### src/rtl/pgalloc_pkg.sv
package pgalloc_pkg;

	localparam int NUM_PAGES_DEF  = 32768;
	localparam int COUNT_BITS_DEF = 8;

	localparam int PAGE_W   = 15;
	localparam int LIMIT_W  = 16;
	localparam int STATUS_W = 3;
	localparam int REFCNT_W = 8;
	localparam int CFG_W    = 16;

	localparam logic [LIMIT_W-1:0] PAGE_LIMIT_RST = 16'd32768;

	typedef enum logic [1:0] {
		OP_ALLOC  = 2'd0,
		OP_FREE   = 2'd1,
		OP_ADDREF = 2'd2,
		OP_INIT   = 2'd3
	} op_t;

	typedef enum logic [STATUS_W-1:0] {
		STS_OK    = 3'd0,
		STS_OOM   = 3'd1,
		STS_RANGE = 3'd2,
		STS_DFREE = 3'd3,
		STS_SAT   = 3'd4
	} status_t;

	typedef enum logic {
		REG_FIRST_PAGE = 1'b0,
		REG_PAGE_LIMIT = 1'b1
	} reg_idx_t;

	typedef struct packed {
		op_t               operation;
		logic [PAGE_W-1:0] page;
	} req_t;

	typedef struct packed {
		logic [PAGE_W-1:0]   alloc_page;
		status_t             status;
		logic [REFCNT_W-1:0] ref_count;
		logic                released;
	} rsp_t;

	typedef struct packed {
		reg_idx_t         index;
		logic [CFG_W-1:0] value;
	} cfg_t;

	typedef enum logic [1:0] {
		S_CLEAR = 2'd0,
		S_IDLE  = 2'd1,
		S_EXEC  = 2'd2
	} state_t;

	typedef struct packed {
		logic accept;
		logic exec;
		logic clr_run;
	} cmd_t;

	typedef struct packed {
		logic req_init;
		logic clr_last;
		logic clr_init;
		logic slot_free;
	} sts_t;

endpackage

### src/rtl/pgalloc_ctrl.sv
module pgalloc_ctrl (
	input  logic                clk,
	input  logic                arst_n,
	input  logic                req_valid,
	output logic                req_ready,
	input  pgalloc_pkg::sts_t   sts,
	output pgalloc_pkg::cmd_t   cmd
);

	pgalloc_pkg::state_t state_q;
	pgalloc_pkg::state_t state_d;

	always_ff @(posedge clk or negedge arst_n) begin
		if (!arst_n) begin
			state_q <= pgalloc_pkg::S_CLEAR;
		end else begin
			state_q <= state_d;
		end
	end

	always_comb begin
		state_d = state_q;
		case (state_q)
			pgalloc_pkg::S_CLEAR: begin
				if (sts.clr_last) begin
					state_d = sts.clr_init ? pgalloc_pkg::S_EXEC : pgalloc_pkg::S_IDLE;
				end
			end
			pgalloc_pkg::S_IDLE: begin
				if (req_valid) begin
					state_d = sts.req_init ? pgalloc_pkg::S_CLEAR : pgalloc_pkg::S_EXEC;
				end
			end
			pgalloc_pkg::S_EXEC: begin
				if (sts.slot_free) begin
					state_d = pgalloc_pkg::S_IDLE;
				end
			end
			default: begin
				state_d = pgalloc_pkg::S_IDLE;
			end
		endcase
	end

	always_comb begin
		req_ready   = 1'b0;
		cmd.accept  = 1'b0;
		cmd.exec    = 1'b0;
		cmd.clr_run = 1'b0;
		case (state_q)
			pgalloc_pkg::S_CLEAR: begin
				cmd.clr_run = 1'b1;
			end
			pgalloc_pkg::S_IDLE: begin
				req_ready  = 1'b1;
				cmd.accept = req_valid;
			end
			pgalloc_pkg::S_EXEC: begin
				cmd.exec = sts.slot_free;
			end
			default: begin
				req_ready = 1'b0;
			end
		endcase
	end

endmodule

### config.mk
export PLATFORM = sky130hd
export DESIGN_NAME = pgalloc_ctrl
export DESIGN_NICKNAME = d
export VERILOG_FILES = /design/src/rtl/pgalloc_pkg.sv /design/src/rtl/pgalloc_ctrl.sv
export SDC_FILE = /design/constraint.sdc
export NUM_CORES = 1
export LEC_CHECK = 0
export ABC_CLOCK_PERIOD_IN_PS = 1400
export BUFFER_PORTS_ARGS = -buffer_cell sky130_fd_sc_hd__buf_2
export CAP_MARGIN = 20
export CORE_AREA = 2 2 39 41
export DETAILED_ROUTE_END_ITERATION = 16
export DIE_AREA = 0 0 41 43
export MAX_ROUTING_LAYER = met4
export PLACE_DENSITY = 0.4
export SLEW_MARGIN = 20
export SYNTH_ARGS = -nofsm -noshare
export SYNTH_HDL_FRONTEND = slang
export SYNTH_SLANG_ARGS = --single-unit
### constraint.sdc
create_clock -name clk -period 1.4 [get_ports clk]
set_clock_uncertainty 0.15 [all_clocks]
set_input_delay 0.14 -clock clk [delete_from_list [all_inputs] [get_ports clk]]
set_output_delay 0.14 -clock clk [all_outputs]
set_load 0.02 [all_outputs]
==> results by group <==
Global route
  • Total GRT Usage: 5.967%
  • GR Overflow Total: 0
  • First-pass GRT wire length: approximately 600 um
  • Largest net degree at the start of global routing: 8
  • Vias in the first global route: between 100 and 150
  • Antenna violations before repair: 0

Yosys
  • Cell accounting for the most synthesized area: dfrtp_1
  • Synthesized cell area: 130.1 um2
  • Post-synthesis register bit count: 2
  • Post-synthesis sequential area ratio: 38.46%
  • Distinct cells, synth: 12
  • Warnings from Yosys: 0
  • Post-Syn Nets: 23
  • Synth area leaders: dfrtp_1, mux2i_1, o21ai_1
  • Yosys top cell area share: between 30% and 40%
  • Post-synthesis area per instance: 8.133 um2
  • Mapped Cells: 16

Floorplan
  • Die W: ~41 um
  • Starting Density: under 10%
  • Rows: 14
  • Core area: 0.001384 mm2
  • Io pins: 11
  • Die Height: 43 um
  • Die area: 0.001763 mm2

CTS
  • CTS Sinks: 2
  • TritonCTS buffer count: 3
  • CTS clock-pin slew for the worst setup and hold paths: 0.03 ns
  • Clock tree buffer depth: 2
  • Root Buffer: clkbuf_4
  • CTS tree: done
  • Worst skew pair latency: around 0.22 ns
  • H-tree levels: 1

STA
  • Final period utilization: 96.01%
  • Slew Viols, Final: 0
  • Min cycle time layout: 1.344 ns
  • Final Hold Viols: 0
  • Unrepaired setup endpoints after global routing: true
  • Slew @ Worst Pin: around 0.19 ns
  • Slew HR: 87.54%
  • Final setup fails: 0
  • Fin Hold WS: 0.03404 ns
  • Max Clk Rate: around 740 MHz

Final layout
  • Fin area: around 260 um2
  • Share of layout cells above drive strength 1: approximately 50%
  • Most frequent cells in the layout: buf_2, clkbuf_4
  • Area Overhead vs Synth: 98.08%
  • Layout fillers: 159
  • Commonest non-fill, non-tap cell in the layout: buf_2
  • Final std cells w/o fill: 48
  • Fin nets: between 40 and 50
  • Regs by FF count: state_q x2
  • Max reg flops: 2
  • Layout Utilization: roughly a fifth
  • Diode count: 0
  • Largest Register: state_q

Power and ir drop
  • Pleak: ~0.13 nW
  • Clock Power Share: between 20% and 30%
  • Sequential fraction of design power: 25.8%
  • PD cells: 1942 mW/mm2
  • Max VDD drop: just over 0.0005 V
  • Sw frac: between 30 and 40%
  • Cell internal pwr: between 300 and 400 uW
  • Sw power: about 200 uW
  • Comb power frac: 49.3%

Detailed routing
  • Overall routed net length: ~370 um
  • Drt first-iter violations: 4
  • Router iterations before antenna repair: 2
  • Vias per Instance: about 3.2
  • Routed Antenna Nets: 0
  • Post-route DRC: 0
  • Via count: ~160
  • Post-DR wirelength/cell: 7.688 um

Setup path
  • Data required, critical path: 1.11 ns
  • Kind of critical path: reg2out
  • CP endpoint kind: output pin
  • Crit-path cells: nand3b_1 > inv_1 > buf_6
  • Critical path's slowest cell: dfrtp_2
  • Cell family with most CP delay: flip-flops
  • Critical Path Start Type: register
  • CP arrival: 1.05 ns
  • Buf/Inv on CP: 2
  • Critical Path Max Stage Delay: 0.42 ns
  • CP Max Fanout: 6

Outcome
  • Status: completed

Place
  • PortBufs: 10
  • Post-Place Cells: 42
  • Placed cell areas: 200.2 um2
  • HPWL after DPL: 292.8 um
  • GPL Wtd Cong: 0.7598

Run
  • Max_cap viols: 0

Worst hold path
  • Worst min-delay path class: in2reg
through the flow:
stage                     power (mW)   TNS [ns]  worst slack [ns]
after CTS                     0.4804          0          0.005565
final                         0.5006          0           0.05580
after global placement        0.3444          0            0.2531
after floorplan               0.2677          0            0.2204
after global routing          0.5463  -0.003229         -0.003229
after detailed placement      0.3434          0            0.2481
layer usage:
layer	part of all wire, %	track usage [%]
met4	0	2.000
met1	61	8.039
met3	12	7.853
met2	26	4.688
met5	0	-
Yosys cell counts (all sizes together):
cell type,number
nor3b,1
inv,2
mux2i,1
nor2b,1
a31oi,1
dfrtp,2
nor2,2
nand3b,1
o21ai,3
nand2,1
and2b,1
worst paths after layout:
check | cells after the start | from | to | slack (ns)
max | 3 | state_q[1] | cmd[2] | 0.06
min | 3 | sts[1] | state_q[1] | 0.03
max reg2reg | 3 | state_q[1] | state_q[0] | 0.35
min reg2reg | 1 | state_q[0] | state_q[0] | 0.41
max in group asynchronous | 2 | arst_n | state_q[1] | 0.90
min in group asynchronous | 2 | arst_n | state_q[0] | 0.09
kinds of logic (layout without fill, tap and decap cells):
| family | after synthesis | count (layout) | synth area share (%) |
|---|---|---|---|
| AND/OR/NAND/NOR | 7 | 7 | 31.74 |
| AO/OA/AOI/OAI | 4 | 4 | 16.35 |
| flip-flops | 2 | 2 | 38.46 |
| buffers and inverters | 2 | 18 | 5.771 |
| multiplexers | 1 | 1 | 7.693 |
layout make-up:
type	count	area [um2]	area share [%]
clock buffer	3	22.52	8.738
inverter	2	7.507	2.913
multi-input combinational	12	72.57	28.16
sequential	2	51.30	19.90
tap	16	20.02	7.767
timing repair buffer	13	83.83	32.52
power by group through the flow:
stage                     Clock [mW]  Combinational (mW)  Sequential [mW]
final                          0.124               0.247            0.129
after global routing           0.141               0.267            0.138
after CTS                      0.132               0.218            0.130
after detailed placement           0               0.213            0.130
after global placement             0               0.215            0.129
after floorplan                    0               0.148            0.119
timing repair:
item                                    4_1_cts  5_1_grt
resized for setup                             0        3
endpoints found under the hold margin         3        0
hold buffers                                  2        0
endpoints found under the setup margin        0        1
setup buffers                                 0        1
worst reg2reg max path: stages (launching register included):
cell	delay, ns
dfrtp_2	0.42
buf_4	0.14
o21ai_0	0.14
o21ai_1	0.08
Power figures use the tool's default switching activity.
